File: config.mk
export PLATFORM = sky130hd
export DESIGN_NAME = rhh_ctrl
export DESIGN_NICKNAME = d
export VERILOG_FILES = /design/src/rtl/rhh_pkg.sv /design/src/rtl/rhh_ctrl.sv
export SDC_FILE = /design/constraint.sdc
export NUM_CORES = 1
export LEC_CHECK = 0
export ABC_AREA = 1
export BUFFER_PORTS_ARGS = -buffer_cell sky130_fd_sc_hd__buf_2
export CAP_MARGIN = 10
export CORE_MARGIN = 3
export CORE_UTILIZATION = 53
export CTS_BUF_LIST = sky130_fd_sc_hd__clkbuf_4
export DETAILED_ROUTE_END_ITERATION = 10
export PLACE_DENSITY_LB_ADDON = 0.05
export RECOVER_POWER = 50
export SLEW_MARGIN = 20
export SYNTH_ARGS = -nofsm -noshare
export SYNTH_HDL_FRONTEND = slang
export SYNTH_SLANG_ARGS = --single-unit
File: constraint.sdc
create_clock -name clk -period 3.5 [get_ports clk]
set_input_delay 0.7 -clock clk [delete_from_list [all_inputs] [get_ports clk]]
set_output_delay 0.7 -clock clk [all_outputs]
set_load 0.1 [all_outputs]
File: src/rtl/rhh_pkg.sv
// Shared types and constants for the Robin Hood hash table.
// Holds table geometry, request and response codes, and the
// controller/datapath command and status structs. No dependencies.
package rhh_pkg;

	// Table geometry
	localparam int TABLE_ENTRIES = 1024;
	localparam int SLOT_W        = $clog2(TABLE_ENTRIES);
	localparam int CNT_W         = SLOT_W + 1;
	localparam int LIM_W         = 11;
	localparam int CMP_W         = (CNT_W > LIM_W) ? CNT_W : LIM_W;
	localparam int KEY_W         = 64;
	localparam int VAL_W         = 64;

	localparam logic [LIM_W-1:0] LIMIT_RESET = LIM_W'(768);

	// Request kinds
	localparam logic [1:0] KIND_INSERT = 2'd0;
	localparam logic [1:0] KIND_LOOKUP = 2'd1;
	localparam logic [1:0] KIND_ERASE  = 2'd2;
	localparam logic [1:0] KIND_NONE   = 2'd3;

	// Response codes
	localparam logic [2:0] RSP_INSERTED = 3'd0;
	localparam logic [2:0] RSP_UPDATED  = 3'd1;
	localparam logic [2:0] RSP_FOUND    = 3'd2;
	localparam logic [2:0] RSP_ABSENT   = 3'd3;
	localparam logic [2:0] RSP_ERASED   = 3'd4;
	localparam logic [2:0] RSP_FULL     = 3'd5;

	// One table slot as stored in memory
	typedef struct packed {
		logic              valid;
		logic [SLOT_W-1:0] pdist;
		logic [KEY_W-1:0]  key;
		logic [VAL_W-1:0]  value;
	} entry_t;

	// Controller to datapath
	typedef struct packed {
		logic       load_req;
		logic       init_walk;
		logic       step_clr;
		logic       mem_rd;
		logic       rd_next;
		logic       walk_adv;
		logic       upd_wr;
		logic       set_found;
		logic       place_new;
		logic       place_swap;
		logic       shift_move;
		logic       shift_clear;
		logic       out_load;
		logic [2:0] out_status;
	} rhh_cmd_t;

	// Datapath to controller
	typedef struct packed {
		logic       clr_busy;
		logic       hash_done;
		logic [1:0] kind;
		logic       rd_valid;
		logic       key_eq;
		logic       dist_lt;
		logic       dist_zero;
		logic       step_full;
		logic       step_last;
		logic       at_limit;
		logic       out_busy;
	} rhh_sts_t;

endpackage

File: src/rtl/rhh_ctrl.sv
// Controller state machine: sequences hash, search, insert placement,
// backward-shift erase and the response.
// Depends on rhh_pkg.
module rhh_ctrl (
	input  logic              clk,
	input  logic              arst_n,
	input  logic              in_valid,
	output logic              in_ready,
	input  rhh_pkg::rhh_sts_t sts,
	output rhh_pkg::rhh_cmd_t cmd
);

	localparam logic [3:0] S_IDLE     = 4'd0;
	localparam logic [3:0] S_HASH     = 4'd1;
	localparam logic [3:0] S_FIND_RD  = 4'd2;
	localparam logic [3:0] S_FIND_EV  = 4'd3;
	localparam logic [3:0] S_PLACE_RD = 4'd4;
	localparam logic [3:0] S_PLACE_EV = 4'd5;
	localparam logic [3:0] S_SHIFT_RD = 4'd6;
	localparam logic [3:0] S_SHIFT_EV = 4'd7;
	localparam logic [3:0] S_RESP     = 4'd8;

	logic [3:0] state_q, state_d;
	logic [2:0] resp_q, resp_d;
	logic       miss, hit;

	assign in_ready = (state_q == S_IDLE) && !sts.clr_busy;

	always_comb begin
		state_d      = state_q;
		resp_d       = resp_q;
		cmd          = '0;
		miss         = 1'b0;
		hit          = 1'b0;
		cmd.load_req = in_valid && in_ready;

		unique case (state_q)
			S_IDLE: begin
				if (cmd.load_req)
					state_d = S_HASH;
			end
			S_HASH: begin
				if (sts.hash_done) begin
					cmd.init_walk = 1'b1;
					if (sts.kind == rhh_pkg::KIND_NONE) begin
						resp_d  = rhh_pkg::RSP_ABSENT;
						state_d = S_RESP;
					end else begin
						state_d = S_FIND_RD;
					end
				end
			end
			S_FIND_RD: begin
				if (sts.step_full) begin
					miss = 1'b1;
				end else begin
					cmd.mem_rd = 1'b1;
					state_d    = S_FIND_EV;
				end
			end
			S_FIND_EV: begin
				if (!sts.rd_valid)
					miss = 1'b1;
				else if (sts.key_eq)
					hit = 1'b1;
				else if (sts.dist_lt)
					miss = 1'b1;
				else begin
					cmd.walk_adv = 1'b1;
					state_d      = S_FIND_RD;
				end
			end
			S_PLACE_RD: begin
				if (sts.step_full) begin
					resp_d  = rhh_pkg::RSP_INSERTED;
					state_d = S_RESP;
				end else begin
					cmd.mem_rd = 1'b1;
					state_d    = S_PLACE_EV;
				end
			end
			S_PLACE_EV: begin
				state_d = S_PLACE_RD;
				if (!sts.rd_valid) begin
					cmd.place_new = 1'b1;
					resp_d        = rhh_pkg::RSP_INSERTED;
					state_d       = S_RESP;
				end else if (sts.dist_lt) begin
					cmd.place_swap = 1'b1;
				end else begin
					cmd.walk_adv = 1'b1;
				end
			end
			S_SHIFT_RD: begin
				if (sts.step_last) begin
					cmd.shift_clear = 1'b1;
					resp_d          = rhh_pkg::RSP_ERASED;
					state_d         = S_RESP;
				end else begin
					cmd.mem_rd  = 1'b1;
					cmd.rd_next = 1'b1;
					state_d     = S_SHIFT_EV;
				end
			end
			S_SHIFT_EV: begin
				if (!sts.rd_valid || sts.dist_zero) begin
					cmd.shift_clear = 1'b1;
					resp_d          = rhh_pkg::RSP_ERASED;
					state_d         = S_RESP;
				end else begin
					cmd.shift_move = 1'b1;
					state_d        = S_SHIFT_RD;
				end
			end
			S_RESP: begin
				if (!sts.out_busy) begin
					cmd.out_load   = 1'b1;
					cmd.out_status = resp_q;
					state_d        = S_IDLE;
				end
			end
			default: state_d = S_IDLE;
		endcase

		// Search outcome, per request kind
		if (miss) begin
			state_d = S_RESP;
			resp_d  = rhh_pkg::RSP_ABSENT;
			if (sts.kind == rhh_pkg::KIND_INSERT) begin
				if (sts.at_limit) begin
					resp_d = rhh_pkg::RSP_FULL;
				end else begin
					cmd.init_walk = 1'b1;
					state_d       = S_PLACE_RD;
				end
			end
		end
		if (hit) begin
			state_d = S_RESP;
			if (sts.kind == rhh_pkg::KIND_INSERT) begin
				cmd.upd_wr = 1'b1;
				resp_d     = rhh_pkg::RSP_UPDATED;
			end else if (sts.kind == rhh_pkg::KIND_LOOKUP) begin
				cmd.set_found = 1'b1;
				resp_d        = rhh_pkg::RSP_FOUND;
			end else begin
				cmd.step_clr = 1'b1;
				state_d      = S_SHIFT_RD;
			end
		end
	end

	always_ff @(posedge clk or negedge arst_n) begin
		if (!arst_n) begin
			state_q <= S_IDLE;
			resp_q  <= rhh_pkg::RSP_ABSENT;
		end else begin
			state_q <= state_d;
			resp_q  <= resp_d;
		end
	end

	// Checks
	a_leave_idle: assert property (@(posedge clk) disable iff (!arst_n)
		(in_valid && in_ready) |=> state_q == S_HASH)
		else $error("accepted request did not start hashing");
	a_eval_after_rd: assert property (@(posedge clk) disable iff (!arst_n)
		(state_q == S_FIND_EV || state_q == S_PLACE_EV || state_q == S_SHIFT_EV)
		|-> $past(cmd.mem_rd))
		else $error("slot evaluated without a read");
	a_load_free: assert property (@(posedge clk) disable iff (!arst_n)
		cmd.out_load |-> !sts.out_busy)
		else $error("result register overwritten");

endmodule

==> flow_summary.ini, run 1 <==
[placed_design]
gp_congestion = 0.9627
dp_hpwl_mm = 1.875
dp_slack_ps = 870.2
dp.cells = 187
io_buffers = 31

[power_and_ir_drop]
combPwrFrac_pct = 66.2
leakage_nw = 0.6476
ir_drop_uv = 569.8
p_int_mw = 0.2786
pwr-share-seq_pct = 22.2
finalPower_mw = 0.7037
power_density_nw_per_um2 = 701.3
clkPwrFrac_pct = 11.6
swShare_pct = 60.41
p_sw_mw = 0.4251

[sta]
setup_tns_ps = 0
setup_ws_ps = 489.4
report.final.slew_viol_count = 0
setup_viol = 0
rsz0062_at_grt = false
hold_viol_final = 0
relSlewSlack_pct = 22.63
min_period_over_period_pct = 86.02
fin_crit_ps = 3011
tightestPinTransition_ps = 1166
holdWs_ps = 327.7
skew_ps = 0.6925
fmax_mhz = 332.2

[cts]
tritoncts = yes
cts.sinks = 7
cts_setup_buffers = 0
cts-root-buf = clkbuf_4
clock_latency_ps = 250
cts_resized = 0
ctsHoldBuffers = 0
clk_pin_slew_ps = 50
clockBufferDepth = 2
numCtsBuffers = 3
htree_num_levels = 1

[yosys]
synth_cells = 142
yosysSeqAreaShare_pct = 21.88
yosys_warnings = 0
syn_avg_cell_area_um2 = 5.719
synthesis.nets = 157
synthDistinctLibCells = 22
synth_seq_cells = 7
netlist_area_um2 = 812.0

[worst_setup_path]
setup.worst_path.start_class = flop
cp-end-kind = output port
cp_num_buf_inv = 1
critical_path_class = reg2out
max_stage_delay_ps = 440
cp_data_arrival_time_ps = 2310
crit_start = state_q[3]$_DFFE_PN0P_
crit_fanout = 7
crit_family = simple AND/OR/NAND/NOR gates
slowest_stage = buf_2
r2r_start = state_q[3]$_DFFE_PN0P_
cp_common_cell = nand3_1
required_ps = 2800
path_cells = nor2_1, nand3_1, o21ai_4, nand3_1, o21ai_1, buf_2

[min_path]
holdCritPathClass = in2async

[final_layout]
layout.nets = 192
final_layout_size_suffix_gt1_share_pct = 28.41
final_common_cell = nand2_1
syn_to_final_growth_pct = 23.57
final_cells = 191
antennaDiodeCount = 0
most-common-layout-cells = 40 x nand2_1, 29 x buf_2, 28 x nor2_1

[grt]
grt_pass1_wl_mm = 3.691
grt_max_degree = 9
grt_antenna_before_repair = 0
grt_pass1_vias = 901
grt_overflow = 0
grt_usage_pct = 24.57

[drt]
num_vias = 1005
vias_per_cell = 5.262
drc = 0
ant_nets = 0
dr.pass1.iters = 4
first_iter_violations = 51
wl_per_cell_um = 12.11
wirelength_mm = 2.313

[floorplan]
rows = 13
start_util_pct = 59.43
die_h_um = 45.14
io_pins = 32
die_width_um = 45.14
dieArea_um2 = 2038
core_area_um2 = 1366

[flow_run]
cap_violations = 0

[run_status]
status = finished, final reports clean
==> cell families (layout without fill, tap and decap cells) <==
| group | after synthesis | count (layout) | synth area share [%] |
|---|---|---|---|
| compound gates | 14 | 14 | 12.33 |
| buf+inv | 26 | 60 | 12.48 |
| flops | 7 | 7 | 21.88 |
| simple gates | 95 | 95 | 53.31 |
==> registers in the layout (all words and copies together), names as in the netlist <==
register,cells
resp_q,3
state_q,4
==> area by class of cell <==
type	count	area, um^2
inverters	25	93.84
multi-input cells	109	530.5
fillers	135	362.8
clock buffers	4	30.03
repair buffers	31	152.6
well taps	15	18.77
flip-flops and latches	7	177.7
==> through the flow <==
step	util (%)	instance area (um^2)
final	73.44	1003
after global routing	73.44	1003
after CTS	74.18	1013
after detailed placement	71.98	983.4
after global placement	71.98	983.4
after floorplan	-	817.0
==> cells in the mapped netlist <==
cell type  instances  share of area (%)
o211ai_1           4                3.7
a21oi_1            6                3.7
o21ai_2            1                1.1
or2_2              1               0.77
nor2_4             2                2.8
nor2_1            27                 12
o21ai_4            1                2.0
nand3_2            2                2.5
dfrtp_1            5                 15
inv_1             23                 11
nor2_2             5                3.9
nand2_2            1               0.77
nand2_1           40                 18
nand3b_1           1               0.92
o21ai_0            1               0.62
nor3_1             3                1.8
buf_4              1               0.92
nand4_2            1                1.5
inv_2              2               0.92
dfstp_2            2                6.5
o21ba_2            1                1.2
nand3_1           12                7.4
==> worst register-to-register path: stages (launching register included) <==
cell and delay (ps):
dfrtp_1 430, nor2_1 400, nand3_1 270, o21ai_4 280, nor2_1 90, a21oi_1 160, nor2_1 50
==> per-layer routing <==
metal / vias up / wire length [um] / track usage (%)
met5: - / 0 / 0
met4: 0 / 18 / 5.848
met3: 2 / 197 / 5.976
met2: 48 / 1111 / 41.24
met1: 443 / 985 / 31.40
li1: 512 / - / -
==> worst paths after layout <==
kind / end / slack [ps] / cells past startpoint
worst max register to register: state_q[1]$_DFFE_PN0P_ / 1720 / 6
worst min register to register: resp_q[0]$_DFF_PN1_ / 480 / 2
max in group asynchronous: resp_q[0]$_DFF_PN1_ / 2870 / 1
min in group clk: resp_q[0]$_DFF_PN1_ / 480 / 2
worst min-delay path: resp_q[2]$_DFF_PN0_ / 330 / 1
worst max-delay path: cmd[14] / 490 / 6
==> power groups by stage <==
| stage | registers [mW] | logic, mW | clock network, mW |
|---|---|---|---|
| floorplan | 0.141 | 0.397 | 0 |
| global placement | 0.159 | 0.458 | 0 |
| detailed placement | 0.160 | 0.463 | 0 |
| CTS | 0.159 | 0.466 | 0.0842 |
| global route | 0.160 | 0.505 | 0.0912 |
| finish | 0.156 | 0.466 | 0.0814 |
Note: power is estimated with default switching activity, not from simulation.
==> run 2, diff against run 1 <==
- CELL_PAD_IN_SITES_DETAIL_PLACEMENT: unset -> 1
- CELL_PAD_IN_SITES_GLOBAL_PLACEMENT: unset -> 1
- CORE_UTILIZATION: 53 -> 35
==> flow_summary.ini, run 2 (synthesized netlist as in run 1, its figures left out) <==
[cts]
cts.sinks = 7
cts-root-buf = clkbuf_4
numCtsBuffers = 3
clock_latency_ps = 240
htree_num_levels = 1
clockBufferDepth = 2
clk_pin_slew_ps = 50
tritoncts = yes
ctsHoldBuffers = 0
cts_setup_buffers = 0
cts_resized = 0

[worst_setup_path]
path_cells = nand2_1, nor2_1, nand4_1, nor2_2, buf_2
max_stage_delay_ps = 550
r2r-end = state_q[3]$_DFFE_PN0P_
crit_start = state_q[0]$_DFFE_PN0P_
r2r_start = state_q[0]$_DFFE_PN0P_
slowest_stage = dfrtp_1
critical_path_class = reg2out
setup.worst_path.start_class = flop
cp-end-kind = output port
crit_fanout = 8
required_ps = 2800
critPathCapture = cmd[8]
cp_data_arrival_time_ps = 2090
reg2reg_slack_ps = 1830
rr_worst_depth = 7

[floorplan]
start_util_pct = 39.00
die_h_um = 54.17
io_pins = 32
rows = 16
dieArea_um2 = 2934
die_width_um = 54.17
core_area_um2 = 2082

[drt]
dr.pass1.iters = 4
wl_per_cell_um = 12.81
ant_nets = 0
vias_per_cell = 4.882
num_vias = 991
drc = 0
first_iter_violations = 20
wirelength_mm = 2.600

[sta]
setup_viol = 0
rsz0062_at_grt = false
tightestPinTransition_ps = 1160
setup_tns_ps = 0
setup_ws_ps = 712.1
skew_ps = 2.394
fmax_mhz = 358.7
report.final.slew_viol_count = 0
fin_crit_ps = 2788
min_period_over_period_pct = 79.66
holdWs_ps = 328.3
relSlewSlack_pct = 23.02
hold_viol_final = 0

[final_layout]
final_area_um2 = 1015
final_layout_size_suffix_gt1_share_pct = 28.41
final_cells = 203
syn_to_final_growth_pct = 24.96
top_regs = state_q: 4 flops, resp_q: 3 flops
postLayoutCoreUtil_pct = 48.74
antennaDiodeCount = 0
final_common_cell = nand2_1
top_register = state_q
fillers = 325
largest_reg_flops = 4
most-common-layout-cells = 40 x nand2_1, 29 x nor2_1, 29 x buf_2
layout.nets = 192

[power_and_ir_drop]
power_density_nw_per_um2 = 694.3
leakage_nw = 0.6420
ir_drop_uv = 465.8
finalPower_mw = 0.7046

[grt]
grt_overflow = 0
grt_antenna_before_repair = 0
grt_pass1_wl_mm = 4.264
grt_pass1_vias = 998
grt_max_degree = 9
grt_usage_pct = 20.08

[run_status]
status = finished, final reports clean

[placed_design]
place_area_um2 = 998.5
gp_congestion = 0.8660
dp_slack_ps = 883.9
dp.cells = 199
io_buffers = 31
dp_hpwl_mm = 2.267

[min_path]
holdCritPathClass = in2async

[flow_run]
cap_violations = 0
-- run 2: layout make-up --
cell class / instances / area [um^2] / area share, %
clock buffers: 4 / 30.03 / 2.959
repair buffers: 31 / 152.6 / 15.04
flip-flops and latches: 7 / 177.7 / 17.51
inverters: 25 / 93.84 / 9.248
multi-input cells: 109 / 526.8 / 51.91
well taps: 27 / 33.78 / 3.329
-- run 2: worst max-delay path, delay by kind of cell, from the launching register on --
kind / cells / cell delay, ps
buffers and inverters: 1 / 450
AND/OR/NAND/NOR: 4 / 840
flip-flops: 1 / 550
-- run 2: per-layer routing --
layer | up-vias | global-route usage, % | wire [um] | part of all wire (%)
li1 | 512 | - | - | -
met1 | 451 | 26.96 | 1243 | 48
met2 | 28 | 34.06 | 1220 | 47
met3 | 0 | 1.939 | 136 | 5.2
met4 | 0 | 4.979 | 0 | 0
met5 | - | 0 | 0 | 0
-- run 2: report_power, final --
group	switching, mW	internal (mW)	leakage [nW]
Clock	0.0267	0.0510	0.0184
Combinational	0.353	0.110	0.536
Sequential	0.0455	0.118	0.0877
Total	0.426	0.279	0.642
-- run 2: worst min-delay path by stage --
stage | depth (start not counted) | end | slack (ps)
4_1_cts | 1 | state_q[1]$_DFFE_PN0P_ | 270
3_3_place_gp | 2 | resp_q[0]$_DFF_PN1_ | 470
3_5_place_dp | 2 | resp_q[0]$_DFF_PN1_ | 490
2_1_floorplan | 0 | resp_q[2]$_DFF_PN0_ | 400
6_report | 1 | state_q[1]$_DFFE_PN0P_ | 330
5_1_grt | 1 | state_q[1]$_DFFE_PN0P_ | 330
==> run 3, diff against run 2 <==
- CORE_UTILIZATION: 35 -> 29
- clock period: 3.5 -> 2.5 ns (I/O delays scaled with it)
==> flow_summary.ini, run 3 (synthesized netlist as in run 1, its figures left out) <==
[drt]
first_iter_violations = 33
dr.pass1.iters = 4
ant_nets = 0
num_vias = 1012
wl_per_cell_um = 13.04
drc = 0
wirelength_mm = 2.687
vias_per_cell = 4.913

[sta]
relSlewSlack_pct = 64.20
holdWs_ps = 134.7
rsz0062_at_grt = false
fmax_mhz = 424.0
report.final.slew_viol_count = 0
fin_crit_ps = 2359
skew_ps = 8.298
setup_ws_ps = 141.3
min_period_over_period_pct = 94.35
tightestPinTransition_ps = 539.3
hold_viol_final = 0
setup_viol = 0

[worst_setup_path]
cp-end-kind = output port
critical_path_class = reg2out
r2r_start = state_q[3]$_DFFE_PN0P_
crit_fanout = 5
setup.worst_path.start_class = flop
required_ps = 2000
cp_data_arrival_time_ps = 1860
crit_start = state_q[3]$_DFFE_PN0P_

[placed_design]
dp_slack_ps = 320.1
dp.cells = 202
gp_congestion = 0.8729
io_buffers = 31
dp_hpwl_mm = 2.354

[power_and_ir_drop]
ir_drop_uv = 459.5
combPwrFrac_pct = 67.0
pwr-share-seq_pct = 22.3
p_sw_mw = 0.6175
power_density_nw_per_um2 = 950.7
p_int_mw = 0.4174
leakage_nw = 0.6539
swShare_pct = 59.66
clkPwrFrac_pct = 10.8

[cts]
clock_latency_ps = 250
clockBufferDepth = 2
cts_setup_buffers = 0
clk_pin_slew_ps = 60
tritoncts = yes
numCtsBuffers = 3
cts.sinks = 7
cts-root-buf = clkbuf_4
htree_num_levels = 1

[final_layout]
fillers = 377
antennaDiodeCount = 0
syn_to_final_growth_pct = 34.05
final_layout_size_suffix_gt1_share_pct = 35.80
top_register = state_q
layout.nets = 192
postLayoutCoreUtil_pct = 42.40
final_common_cell = nand2_1
seq_area_um2 = 178.9
top_regs = state_q: 4 flops, resp_q: 3 flops
multi_input_area_um2 = 566.8
largest_reg_flops = 4
final_cells = 206
most-common-layout-cells = 40 x nand2_1, 24 x inv_1, 23 x buf_2

[floorplan]
dieArea_um2 = 3471
start_util_pct = 31.63
die_width_um = 58.92
rows = 18
core_area_um2 = 2567
io_pins = 32
die_h_um = 58.92

[flow_run]
cap_violations = 0

[grt]
grt_antenna_before_repair = 0
grt_max_degree = 9
grt_overflow = 0
grt_usage_pct = 16.40
grt_pass1_wl_mm = 4.436
grt_pass1_vias = 1008

[run_status]
status = finished, final reports clean

[min_path]
holdCritPathClass = in2async
## run 3: changes by cell type in the layout (fill, tap and decap cells not counted), sizes merged
cell and change:
clkbuf +4, buf -4
## run 3: timing repair
| item | 4_1_cts | 5_1_grt |
|---|---|---|
| hold buffers | 0 | 0 |
| setup endpoints to repair | 0 | 7 |
| gates resized for setup | 0 | 8 |
## run 3: critical path, cell delays in order, from the launching register on
cell	delay, ps
dfrtp_1	450
inv_1	150
nand2_1	140
nor2_1	170
nand4_2	200
nor2_2	190
buf_4	320
## run 3: path summary, 6_finish.rpt
check                                         endpoint  slack (ps)  cells past startpoint
worst max-delay path                            cmd[8]         140                      6
worst min-delay path            state_q[1]$_DFFE_PN0P_         130                      1
worst max register to register  state_q[3]$_DFFE_PN0P_         940                      9
worst min register to register     resp_q[0]$_DFF_PN1_         490                      2
max in group asynchronous          resp_q[1]$_DFF_PN1_        2050                      1
min in group clk                   resp_q[0]$_DFF_PN1_         490                      2
## run 3: power groups by stage
stage	sequential (mW)	clock [mW]	combinational, mW
2_1_floorplan	0.198	0	0.573
3_3_place_gp	0.228	0	0.686
3_5_place_dp	0.230	0	0.689
4_1_cts	0.229	0.115	0.692
5_1_grt	0.241	0.121	0.763
6_report	0.230	0.111	0.693
## run 3: cell type report
cell class | instances | share of cell area (%)
flip-flops and latches | 7 | 16.44
well taps | 30 | 3.448
repair buffers | 31 | 16.67
clock buffers | 4 | 2.759
multi-input cells | 109 | 52.07
inverters | 25 | 8.621
## run 3: per-stage QoR
step | setup TNS, ps | area, um^2 | power (mW)
detailed placement | 0 | 1041 | 0.9195
global placement | 0 | 1041 | 0.9141
CTS | 0 | 1071 | 1.036
floorplan | -259.3 | 840.8 | 0.7707
global route | 0 | 1089 | 1.125
finish | 0 | 1089 | 1.035
## run 3: routing by layer
metal	track usage (%)	vias to the layer above	part of all wire (%)
met4	3.236	0	1.6
met3	1.974	4	6.3
met2	27.29	41	44
met5	0	-	0
met1	22.77	458	49
li1	-	509	-
